## config.mk

```make
export PLATFORM = sky130hd
export DESIGN_NAME = bsc_queue
export DESIGN_NICKNAME = d
export VERILOG_FILES = /design/src/hw/rtl/bsc_pkg.sv /design/src/hw/rtl/bsc_queue.sv
export SDC_FILE = /design/constraint.sdc
export NUM_CORES = 1
export LEC_CHECK = 0
export ABC_AREA = 0
export BUFFER_PORTS_ARGS = -buffer_cell sky130_fd_sc_hd__buf_4
export CORE_AREA = 2 2 147 185
export DETAILED_ROUTE_END_ITERATION = 12
export DIE_AREA = 0 0 149 187
export GPL_ROUTABILITY_DRIVEN = 0
export HOLD_SLACK_MARGIN = 0.02
export PLACE_DENSITY = 0.51
export SLEW_MARGIN = 20
export SYNTH_ARGS = -nofsm -noshare
export SYNTH_HDL_FRONTEND = slang
export SYNTH_SLANG_ARGS = --single-unit
```

## constraint.sdc

```tcl
create_clock -name clk_i -period 3.2 [get_ports clk_i]
set_input_delay 0 -clock clk_i [delete_from_list [all_inputs] [get_ports clk_i]]
set_output_delay 0 -clock clk_i [all_outputs]
set_load 0.01 [all_outputs]
```

## src/hw/rtl/bsc_pkg.sv

```systemverilog
// Shared types, register codes and compensation constants for the barometric compensation block.
package bsc_pkg;

  localparam int unsigned QUEUE_DEPTH = 4;

  localparam int unsigned TDIV_DW = 27;
  localparam int unsigned TDIV_VW = 19;
  localparam int unsigned PDIV_DW = 32;
  localparam int unsigned PDIV_VW = 17;

  localparam logic [2:0] REG_COEFF_A      = 3'd0;
  localparam logic [2:0] REG_COEFF_B      = 3'd1;
  localparam logic [2:0] REG_COEFF_C      = 3'd2;
  localparam logic [2:0] REG_COEFF_D      = 3'd3;
  localparam logic [2:0] REG_OVERSAMPLING = 3'd4;

  localparam logic [1:0] OSS_RESET = 2'd1;

  localparam logic [11:0]        B6_OFFSET = 12'd4000;
  localparam logic [15:0]        P_BIAS    = 16'd32768;
  localparam logic [15:0]        P_SCALE   = 16'd50000;
  localparam logic [11:0]        P_C1      = 12'd3038;
  localparam logic signed [14:0] P_C2      = -15'sd7357;
  localparam logic [11:0]        P_C3      = 12'd3791;
  localparam logic [3:0]         T_ROUND   = 4'd8;

  typedef struct packed {
    logic signed [15:0] ac1;
    logic signed [15:0] ac2;
    logic signed [15:0] ac3;
    logic [15:0]        ac4;
    logic [15:0]        ac5;
    logic [15:0]        ac6;
    logic signed [15:0] b1;
    logic signed [15:0] b2;
    logic signed [15:0] mc;
    logic signed [15:0] md;
    logic [1:0]         oss;
  } cfg_t;

  typedef struct packed {
    logic signed [18:0] x1;
    logic signed [19:0] dv;
    logic               dz;
    logic [18:0]        up;
  } front_req_t;

endpackage

```

## src/hw/rtl/bsc_queue.sv

```systemverilog
// Short request queue between the front end and the compensation pipeline.
module bsc_queue import bsc_pkg::*; #(
  parameter int unsigned Depth = QUEUE_DEPTH
) (
  input  logic       clk_i,
  input  logic       rst_ni,
  input  logic       push_i,
  input  front_req_t data_i,
  output logic       full_o,
  input  logic       pop_i,
  output logic       empty_o,
  output front_req_t data_o
);

  localparam int unsigned PtrW = (Depth > 1) ? $clog2(Depth) : 1;
  localparam int unsigned CntW = $clog2(Depth + 1);

  front_req_t      mem_q [Depth];
  logic [PtrW-1:0] wr_q;
  logic [PtrW-1:0] rd_q;
  logic [CntW-1:0] cnt_q;

  assign full_o  = (cnt_q == CntW'(Depth));
  assign empty_o = (cnt_q == '0);
  assign data_o  = mem_q[rd_q];

  always_ff @(posedge clk_i or negedge rst_ni) begin
    if (!rst_ni) begin
      wr_q  <= '0;
      rd_q  <= '0;
      cnt_q <= '0;
    end else begin
      if (push_i) begin
        wr_q <= (wr_q == PtrW'(Depth - 1)) ? '0 : wr_q + 1'b1;
      end
      if (pop_i) begin
        rd_q <= (rd_q == PtrW'(Depth - 1)) ? '0 : rd_q + 1'b1;
      end
      if (push_i && !pop_i) begin
        cnt_q <= cnt_q + 1'b1;
      end else if (pop_i && !push_i) begin
        cnt_q <= cnt_q - 1'b1;
      end
    end
  end

  always_ff @(posedge clk_i) begin
    if (push_i) begin
      mem_q[wr_q] <= data_i;
    end
  end

`ifndef NO_ASSERTIONS
  a_cnt_bound: assert property (@(posedge clk_i) disable iff (!rst_ni)
    cnt_q <= CntW'(Depth)) else $error("queue count above depth");
  a_no_underflow: assert property (@(posedge clk_i) disable iff (!rst_ni)
    pop_i |-> !empty_o) else $error("pop from empty queue");
  a_no_overflow: assert property (@(posedge clk_i) disable iff (!rst_ni)
    push_i |-> !full_o) else $error("push into full queue");
`endif

endmodule

```

==> results of run 1 <==
## metrics by stage
step,hold slack (ps),std cells
after global placement,-183.7,802
after detailed placement,-179.1,802
after CTS,209.7,907
after floorplan,-295.6,346
final,230.4,907
after global routing,226.4,907
## Yosys cell counts (all sizes together)
| master | count | share of area [%] |
|---|---|---|
| nor2 | 3 | 0.13 |
| dfrtp | 7 | 1.9 |
| xnor2 | 1 | 0.097 |
| clkbuf | 1 | 0.042 |
| mux4 | 59 | 15 |
| and2 | 4 | 0.28 |
| xor2 | 2 | 0.19 |
| mux2 | 3 | 0.38 |
| buf | 13 | 1.8 |
| fa | 1 | 0.22 |
| o21ai | 2 | 0.11 |
| edfxtp | 236 | 79 |
| inv | 4 | 0.17 |
| nand2 | 2 | 0.083 |
| nor3b | 1 | 0.083 |
| nor3 | 1 | 0.056 |
| ha | 6 | 0.83 |
## worst max-delay path, stage by stage, from the launching register on
cell and delay (ps):
dfrtp_4 980, buf_4 310, mux4_2 310, buf_4 160
## layout make-up
| type | count | area [um^2] |
|---|---|---|
| multi-input combinational | 85 | 1564 |
| tap | 345 | 431.7 |
| clock inverter | 11 | 103.9 |
| fill | 2278 | 14710 |
| timing repair buffer | 188 | 1582 |
| sequential | 243 | 7269 |
| clock buffer | 31 | 648.1 |
| inverter | 4 | 15.01 |
## flip-flops by register name, indices dropped and copies added, names as in the netlist
| signal | count |
|---|---|
| cnt_q | 3 |
| mem_q | 236 |
| rd_q | 2 |
| wr_q | 2 |
## layout by cell type, fill, tap and decap left out, drive strengths merged
cell,count
dfrtp,7
nor3,1
xnor2,1
edfxtp,236
xor2,2
clkbuf,31
and2,4
fa,1
ha,6
o21ai,2
nand2,2
nor3b,1
mux2,3
bufinv,2
mux4,59
inv,4
dlygate4sd3,63
clkinv,9
nor2,3
buf,125
## final timing paths
kind	start	slack, ps	to	depth (start not counted)
min in group asynchronous	rst_ni	450	cnt_q[2]$_DFFE_PN0P_	3
max in group asynchronous	rst_ni	2470	rd_q[0]$_DFFE_PN0P_	3
min	data_i[28]	230	mem_q[2][28]$_DFFE_PP_	2
max reg2reg	wr_q[0]$_DFFE_PN0P_	1310	mem_q[2][17]$_DFFE_PP_	3
min reg2reg	cnt_q[2]$_DFFE_PN0P_	530	cnt_q[2]$_DFFE_PN0P_	1
max	rd_q[1]$_DFFE_PN0P_	890	data_o[19]	3
## report_power, final
part / switching [mW] / internal [mW] / total (mW)
clock: 1.10 / 1.58 / 2.69
sequential: 0.280 / 4.10 / 4.38
combinational: 1.31 / 1.52 / 2.84
## routing by layer
metal,global-route usage [%],vias up,wire length [um]
met2,20.70,92,8639
li1,-,1874,-
met1,14.71,2206,6682
met5,0,-,0
met3,2.073,33,735
met4,4.286,0,470
## what timing repair did
item,in CTS,in global routing
hold buffers,63,0
buffers inserted,0,0
hold endpoints to repair,249,0
## logic make-up (layout without fill, tap and decap cells)
logic type                 count (synthesis)  in the layout  synth area share (%)
adders and majority gates                  7              7                 1.057
and+or+nand+nor                           11             11                0.6258
AOI/OAI and AO/OA                          2              2                0.1113
muxes                                     62             62                 15.19
DFF                                      243            243                 80.72
xor gates and xnor gates                   3              3                0.2921
buffers and inverters                     18            234                 2.003
==> flow_metrics.tcl, run 1 <==
set metrics [dict create \
    yosys_register_bits 243 \
    antenna_found_initial 0 \
    peakVddDrop_uv 449.5 \
    start_kind "flip-flop" \
    grt_pass1_wl_um 25400 \
    dr.pass1.iters 4 \
    drive_gt1_share_pct 39.86 \
    yosysSeqAreaShare_pct 80.72 \
    power.density_mw_per_mm2 852.8 \
    nets 616 \
    synth_area_mm2 0.008996 \
    clock_latency_ps 510 \
    start_util_pct 34.18 \
    worstHoldPathType "input port to flip-flop" \
    grt_pass1_vias 4639 \
    postLayoutCellArea_mm2 0.01161 \
    finClkSkew_ps 11.32 \
    grt_max_degree 63 \
    placed_area_mm2 0.01023 \
    slew_violations 0 \
    cts_tree "yes" \
    cp.arrival_ps 2310 \
    cts_buffer_depth 3 \
    relSlewSlack_pct 34.13 \
    postSynthAreaPerCell_um2 26.00 \
    finalHoldViolCount 0 \
    core_area_mm2 0.02632 \
    tightest_slew_ps 988.0 \
    rsz0062_at_grt "false" \
    clk_pin_slew_ps 60 \
    worst_slack_ps 886.2 \
    grt-ovfl-total 0 \
    power_leakage_nw 3.988 \
    drt_iter0_markers 169 \
    syn2layout_area_growth_pct 29.10 \
    tns_ps 0 \
    critPathKind "flip-flop to output pin" \
    ioPinCount 124 \
    place_ws_ps 1289 \
    maxCapViolCount 0 \
    diodes 0 \
    synth_cell_type_count 20 \
    cts_resized 0 \
    htree_levels 1 \
    syn_inst 346 \
    finalCritPeriodShare_pct 72.31 \
    ys_warn_count 0 \
    max_freq_mhz 432.2 \
    setup_viol 0 \
    status "complete, no violations" \
    crit_path_end_kind "output pin" \
    dieArea_mm2 0.02786 \
    port_buffers 123 \
    die_w_um 149 \
    vias_per_cell 4.636 \
    cts-root-buf "clkbuf_16" \
    die_y_um 187 \
    path_max_fanout 54 \
    drt-total-wl_um 16530 \
    hpwl_um 9082 \
    syn_nets 416 \
    ant_nets 0 \
    utilization_pct 44.12 \
    dr_total_vias 4205 \
    finalPower_mw 9.904 \
    wl_per_cell_um 18.22 \
    grt_util_all_layers_pct 11.84 \
    cts_made_buffers 24 \
    rows 67 \
    cp_data_required_time_ps 3200 \
    clkSinkCount 243 \
    drc_errors 0 \
    post-route-min-period_ps 2314 \
]
(Power assumes the default switching activity.)
==> run 2, diff against run 1 <==
==> constraint.sdc (replaced) <==
create_clock -name clk_i -period 2.15 [get_ports clk_i]
set_input_delay 0 -clock clk_i [delete_from_list [all_inputs] [get_ports clk_i]]
set_output_delay 0 -clock clk_i [all_outputs]
set_load 0.01 [all_outputs]
==> run 2 against run 1 <==
  * Sequential cell count is the same
  * Register-to-register slack lost 740 ps
  * Clock power grew 45%
  * Critical path type unchanged
  * Largest power group unchanged
==> flow_metrics.tcl, run 2 (synthesis gave the netlist of run 1 again) <==
set metrics [dict create \
    drt_iter0_markers 162 \
    peakVddDrop_uv 605.9 \
    cp.arrival_ps 2050 \
    status "complete, no violations" \
    worst_slack_ps 95.70 \
    ant_nets 0 \
    diodes 0 \
    final_cell_mix "edfxtp_1, buf_4, dlygate4sd3_1" \
    maxCapViolCount 0 \
    rsz0062_at_grt "true" \
    die_y_um 187 \
    clock_latency_ps 500 \
    port_buffers 123 \
    hpwl_um 10500 \
    place_ws_ps 520.1 \
    path_max_fanout 22 \
    power.density_mw_per_mm2 1271 \
    post-route-min-period_ps 2054 \
    grt_util_all_layers_pct 12.81 \
    die_w_um 149 \
    post_cts_buffers 0 \
    r2r_slack_ps 570 \
    vias_per_cell 4.624 \
    min_from "data_i[23]" \
    rows 67 \
    worstHoldPathType "input port to flip-flop" \
    finalCritPeriodShare_pct 95.55 \
    cts-root-buf "clkbuf_16" \
    ioPinCount 124 \
    dieArea_mm2 0.02786 \
    grt-ovfl-total 0 \
    wl_per_cell_um 19.39 \
    clkSinkCount 243 \
    crit_path_end_kind "output pin" \
    largest_reg_flops 236 \
    dp.cells 813 \
    core_area_mm2 0.02632 \
    cp_data_required_time_ps 2150 \
    regToRegEndpoint "mem_q[0][10]$_DFFE_PP_" \
    largest_registers "mem_q x236, cnt_q x3" \
    relSlewSlack_pct 71.31 \
    final_common_cell "edfxtp_1" \
    setup_viol 0 \
    start_kind "flip-flop" \
    start_util_pct 34.18 \
    tns_ps 0 \
    antenna_found_initial 0 \
    cts_buffer_depth 3 \
    grt_pass1_vias 4703 \
    grt_pass1_wl_um 27340 \
    drive_gt1_share_pct 41.22 \
    grt_max_degree 36 \
    reg2reg_depth 4 \
    critPathKind "flip-flop to output pin" \
    cts_made_buffers 24 \
    cts_tree "yes" \
    dr_total_vias 4254 \
    timing.rr.start "wr_q[0]$_DFFE_PN0P_" \
    clk_pin_slew_ps 60 \
    max_freq_mhz 486.8 \
    drc_errors 0 \
    slew_violations 0 \
    drt-total-wl_um 17840 \
    min_to "mem_q[3][23]$_DFFE_PP_" \
    final_cell_count_no_fill 920 \
    nets 628 \
    finalHoldViolCount 0 \
    syn2layout_area_growth_pct 31.54 \
    top_register "mem_q" \
    htree_levels 1 \
    dr.pass1.iters 4 \
    finalPower_mw 15.05 \
    finClkSkew_ps 5.913 \
    power_leakage_nw 4.075 \
    tightest_slew_ps 430.4 \
    min_path_cells 2 \
]
run 2: changes by cell type in the layout (fill, tap and decap cells not counted), sizes merged:
cell,delta
buf,+11
clkinvlp,+3
clkbuf,-2
clkinv,+2
bufinv,-1
run 2: area by class of cell:
cell class	instances	area (um^2)
Inverter	4	15.01
Clock inverter	15	101.3
Tap cell	345	431.7
Multi-Input combinational cell	85	1560
Sequential cell	243	7269
Fill cell	2298	14490
Clock buffer	28	636.9
Timing Repair Buffer	200	1819
run 2: per-stage QoR:
stage                     hold slack (ps)  util [%]  cell area [um^2]
after floorplan                    -295.6         -              9001
after global placement             -179.5     39.55             10410
after detailed placement           -175.6     39.55             10410
after CTS                           213.8     44.82             11800
after global routing                219.5     44.96             11830
final                               238.7     44.96             11830
run 2: layer usage:
metal / wire (um) / global-route usage (%)
met5: 0 / 0
met1: 7003 / 15.21
met4: 242 / 2.894
met2: 9831 / 23.80
met3: 764 / 2.488
run 2: power breakdown:
group	internal, mW	switching, mW
Sequential	6.08	0.337
Clock	2.23	1.67
Combinational	2.56	2.15
Total	10.9	4.16
run 2: critical path, stage by stage (launching register included):
cell	delay [ps]
dfrtp_4	570
buf_16	240
mux4_2	570
buf_6	140
run 2: what timing repair did:
action | 4_1_cts | 5_1_grt
setup endpoints to repair | 5 | 41
hold buffers | 63 | 0
endpoints found under the hold margin | 249 | 0
gates cloned | 0 | 1
resized for setup | 4 | 4
pin swaps | 0 | 0
run 2: worst max path at each step:
stage | endpoint | from | depth (start not counted)
2_1_floorplan | mem_q[0][0]$_DFFE_PP_ | wr_q[0]$_DFFE_PN0P_ | 3
4_1_cts | data_o[32] | rd_q[0]$_DFFE_PN0P_ | 3
3_5_place_dp | data_o[32] | rd_q[0]$_DFFE_PN0P_ | 3
6_report | data_o[4] | rd_q[0]$_DFFE_PN0P_ | 3
5_1_grt | data_o[4] | rd_q[0]$_DFFE_PN0P_ | 3
3_3_place_gp | data_o[32] | rd_q[0]$_DFFE_PN0P_ | 3
==> run 3, diff against run 2 <==
--- a/config.mk
+++ b/config.mk
@@ -5,11 +5,12 @@
 export SDC_FILE = /design/constraint.sdc
 export NUM_CORES = 1
 export LEC_CHECK = 0
-export ABC_AREA = 0
+export ABC_AREA = 1
 export BUFFER_PORTS_ARGS = -buffer_cell sky130_fd_sc_hd__buf_4
-export CORE_AREA = 2 2 147 185
+export CAP_MARGIN = 20
+export CORE_AREA = 2 2 154 193
 export DETAILED_ROUTE_END_ITERATION = 12
-export DIE_AREA = 0 0 149 187
+export DIE_AREA = 0 0 156 195
 export GPL_ROUTABILITY_DRIVEN = 0
 export HOLD_SLACK_MARGIN = 0.02
 export PLACE_DENSITY = 0.51
==> run 3 against run 2 <==
  * Clock skew down 1.4 ps
  * Combinational power increased by 12%
  * Sequential power down 2%
  * Critical path type unchanged
  * Highest routed layer unchanged
==> flow_metrics.tcl, run 3 <==
set metrics [dict create \
    nets 999 \
    hpwl_um 11560 \
    p_int_mw 11.07 \
    cp_data_required_time_ps 2150 \
    synthArstFlopShare_pct 2.881 \
    power_leakage_nw 5.080 \
    synth-compound-area-share_pct 9.167 \
    min_from "data_i[52]" \
    finalPower_mw 16.07 \
    finalHoldViolCount 0 \
    ys_warn_count 0 \
    r2r_slack_ps 510 \
    p_sw_share_pct 31.13 \
    synth_commonest_cells "edfxtp_1, nand2_1, inv_1" \
    peakVddDrop_uv 526.2 \
    clkSinkCount 243 \
    cp.arrival_ps 1990 \
    synth_top_cell_area_share_pct 71.71 \
    clock_latency_ps 510 \
    antenna_found_initial 0 \
    die_w_um 156 \
    relSlewSlack_pct 73.30 \
    ant_nets 0 \
    setup_viol 0 \
    ys.flop_type "edfxtp_1" \
    synth_top_family_by_area "compound AO/OA/AOI/OAI gates" \
    seqPwrFrac_pct 39.0 \
    port_buffers 123 \
    min_path_cells 2 \
    comb_power_share_pct 32.8 \
    dr_total_vias 5892 \
    synth_edf_count 236 \
    diodes 0 \
    largest_registers "mem_q x236, cnt_q x3" \
    dr.pass1.iters 4 \
    grt_util_all_layers_pct 13.10 \
    maxCapViolCount 0 \
    die_y_um 195 \
    grt_max_degree 69 \
    slew_violations 0 \
    power.density_mw_per_mm2 1270 \
    cts_made_buffers 24 \
    vias_per_cell 4.529 \
    synth_area_mm2 0.009882 \
    reg2reg_depth 5 \
    clk_pin_slew_ps 60 \
    tns_ps 0 \
    min_to "mem_q[3][52]$_DFFE_PP_" \
    core_area_mm2 0.02840 \
    grt_pass1_vias 5820 \
    worstHoldPathType "input port to flip-flop" \
    drt_iter0_markers 208 \
    syn2layout_area_growth_pct 28.01 \
    yosys.area_share.simple_pct 7.584 \
    start_kind "flip-flop" \
    largest_reg_flops 236 \
    finClkSkew_ps 4.551 \
    crit_path_end_kind "output pin" \
    start_util_pct 34.79 \
    clkPwrFrac_pct 28.1 \
    cts_buffer_depth 3 \
    grt_pass1_wl_um 31230 \
    ioPinCount 124 \
    path_max_fanout 68 \
    drive_gt1_share_pct 19.03 \
    cts-root-buf "clkbuf_16" \
    synthMuxAreaShare_pct 0 \
    critPathKind "flip-flop to output pin" \
    yosys.area.top_type "edfxtp_1" \
    n_fill_cell 2539 \
    power.switching_mw 5.002 \
    yosys_register_bits 243 \
    rsz0062_at_grt "false" \
    postSynthAreaPerCell_um2 13.34 \
    grt-ovfl-total 0 \
    synth_area_leaders "edfxtp_1, o211ai_1, nand2_1, inv_1, buf_6" \
    regToRegEndpoint "mem_q[1][17]$_DFFE_PP_" \
    timing.rr.start "wr_q[1]$_DFFE_PN0P_" \
    finalCritPeriodShare_pct 92.67 \
    final_common_cell "edfxtp_1" \
    top_register "mem_q" \
    cts_tree "yes" \
    syn_nets 811 \
    wl_per_cell_um 15.18 \
    synthXorXnorAreaFrac_pct 0.08863 \
    htree_levels 1 \
    tightest_slew_ps 400.0 \
    yosysSeqAreaShare_pct 73.49 \
    synth_cell_type_count 18 \
    max_freq_mhz 501.9 \
    dieArea_mm2 0.03042 \
    post_cts_buffers 0 \
    syn_inst 741 \
    status "complete, no violations" \
    drt-total-wl_um 19750 \
    drc_errors 0 \
    synthAdderAreaFrac_pct 0.9623 \
    synth_most_common_cell "edfxtp_1" \
    post-route-min-period_ps 1992 \
    final_cell_mix "edfxtp_1, nand2_1, buf_4" \
    rows 69 \
]
==> run 3: cell count changes in the layout (fill, tap and decap cells not counted), moves of 5 or more <==
cell       before  now
o211ai_1        0  118
mux4_2         59    0
bufinv_16       1    6
inv_1           4  125
nand2_1         2  192
==> run 3: cell type report <==
| type | instances | area [um^2] | share of cell area, % |
|---|---|---|---|
| clock buffer | 29 | 640.6 | 5.064 |
| clock inverter | 14 | 219.0 | 1.731 |
| inverter | 131 | 511.7 | 4.046 |
| multi-input combinational | 328 | 1759 | 13.91 |
| sequential | 243 | 7263 | 57.42 |
| tap | 355 | 444.2 | 3.511 |
| timing repair buffer | 201 | 1812 | 14.32 |
==> run 3: cells by family (layout without fill, tap and decap cells) <==
family	after synthesis	after routing
xor+xnor	1	1
fa+ha+maj	7	7
buf+inv	170	375
simple gates	198	198
compound gates	122	122
flops	243	243
==> run 3: layer usage <==
| metal | vias to the layer above | share of wire, % | global-route usage [%] |
|---|---|---|---|
| li1 | 2950 | - | - |
| met1 | 2789 | 44 | 16.82 |
| met2 | 119 | 49 | 22.96 |
| met3 | 34 | 4.5 | 2.197 |
| met4 | 0 | 2.0 | 3.398 |
| met5 | - | 0 | 0 |
==> run 3: power by group through the flow <==
stage,registers (mW),logic [mW],clock network (mW)
after floorplan,6.35,3.23,0
after global placement,6.36,5.31,0
after detailed placement,6.38,5.35,0
after CTS,6.28,5.45,4.62
after global routing,6.34,5.91,4.79
final,6.27,5.27,4.52
==> run 3: worst max path at each step <==
stage                              startpoint                endpoint  slack, ps  depth (start not counted)
after global routing      rd_q[0]$_DFFE_PN0P_              data_o[32]         40                          6
final                     rd_q[0]$_DFFE_PN0P_               data_o[9]        160                          6
after floorplan           wr_q[0]$_DFFE_PN0P_   mem_q[3][0]$_DFFE_PP_          8                          3
after global placement    wr_q[1]$_DFFE_PN0P_  mem_q[1][18]$_DFFE_PP_        490                          5
after detailed placement  wr_q[1]$_DFFE_PN0P_  mem_q[1][27]$_DFFE_PP_        480                          5
after CTS                 rd_q[0]$_DFFE_PN0P_               data_o[9]         70                          6
==> run 3: critical path, cell delays in order (launching register included) <==
cell,delay (ps)
dfrtp_1,450
inv_8,250
buf_16,290
nand2_1,90
o211ai_1,100
nand2_1,110
buf_4,150
==> run 3: timing repair <==
action | CTS | global route
endpoints found under the hold margin | 250 | 0
endpoints found under the setup margin | 0 | 9
gates resized for setup | 0 | 4
hold buffers | 63 | 0
==> run 3: metrics by stage <==
stage	cell area, um^2	util, %	instances	setup slack, ps	hold WS (ps)
2_1_floorplan	9893	-	741	7.827	-295.6
3_3_place_gp	11150	39.25	1195	489.9	-177.5
3_5_place_dp	11150	39.25	1195	484.6	-176.2
4_1_cts	12640	44.50	1301	67.54	216.5
5_1_grt	12650	44.54	1301	38.08	231.1
6_report	12650	44.54	1301	157.6	236.0
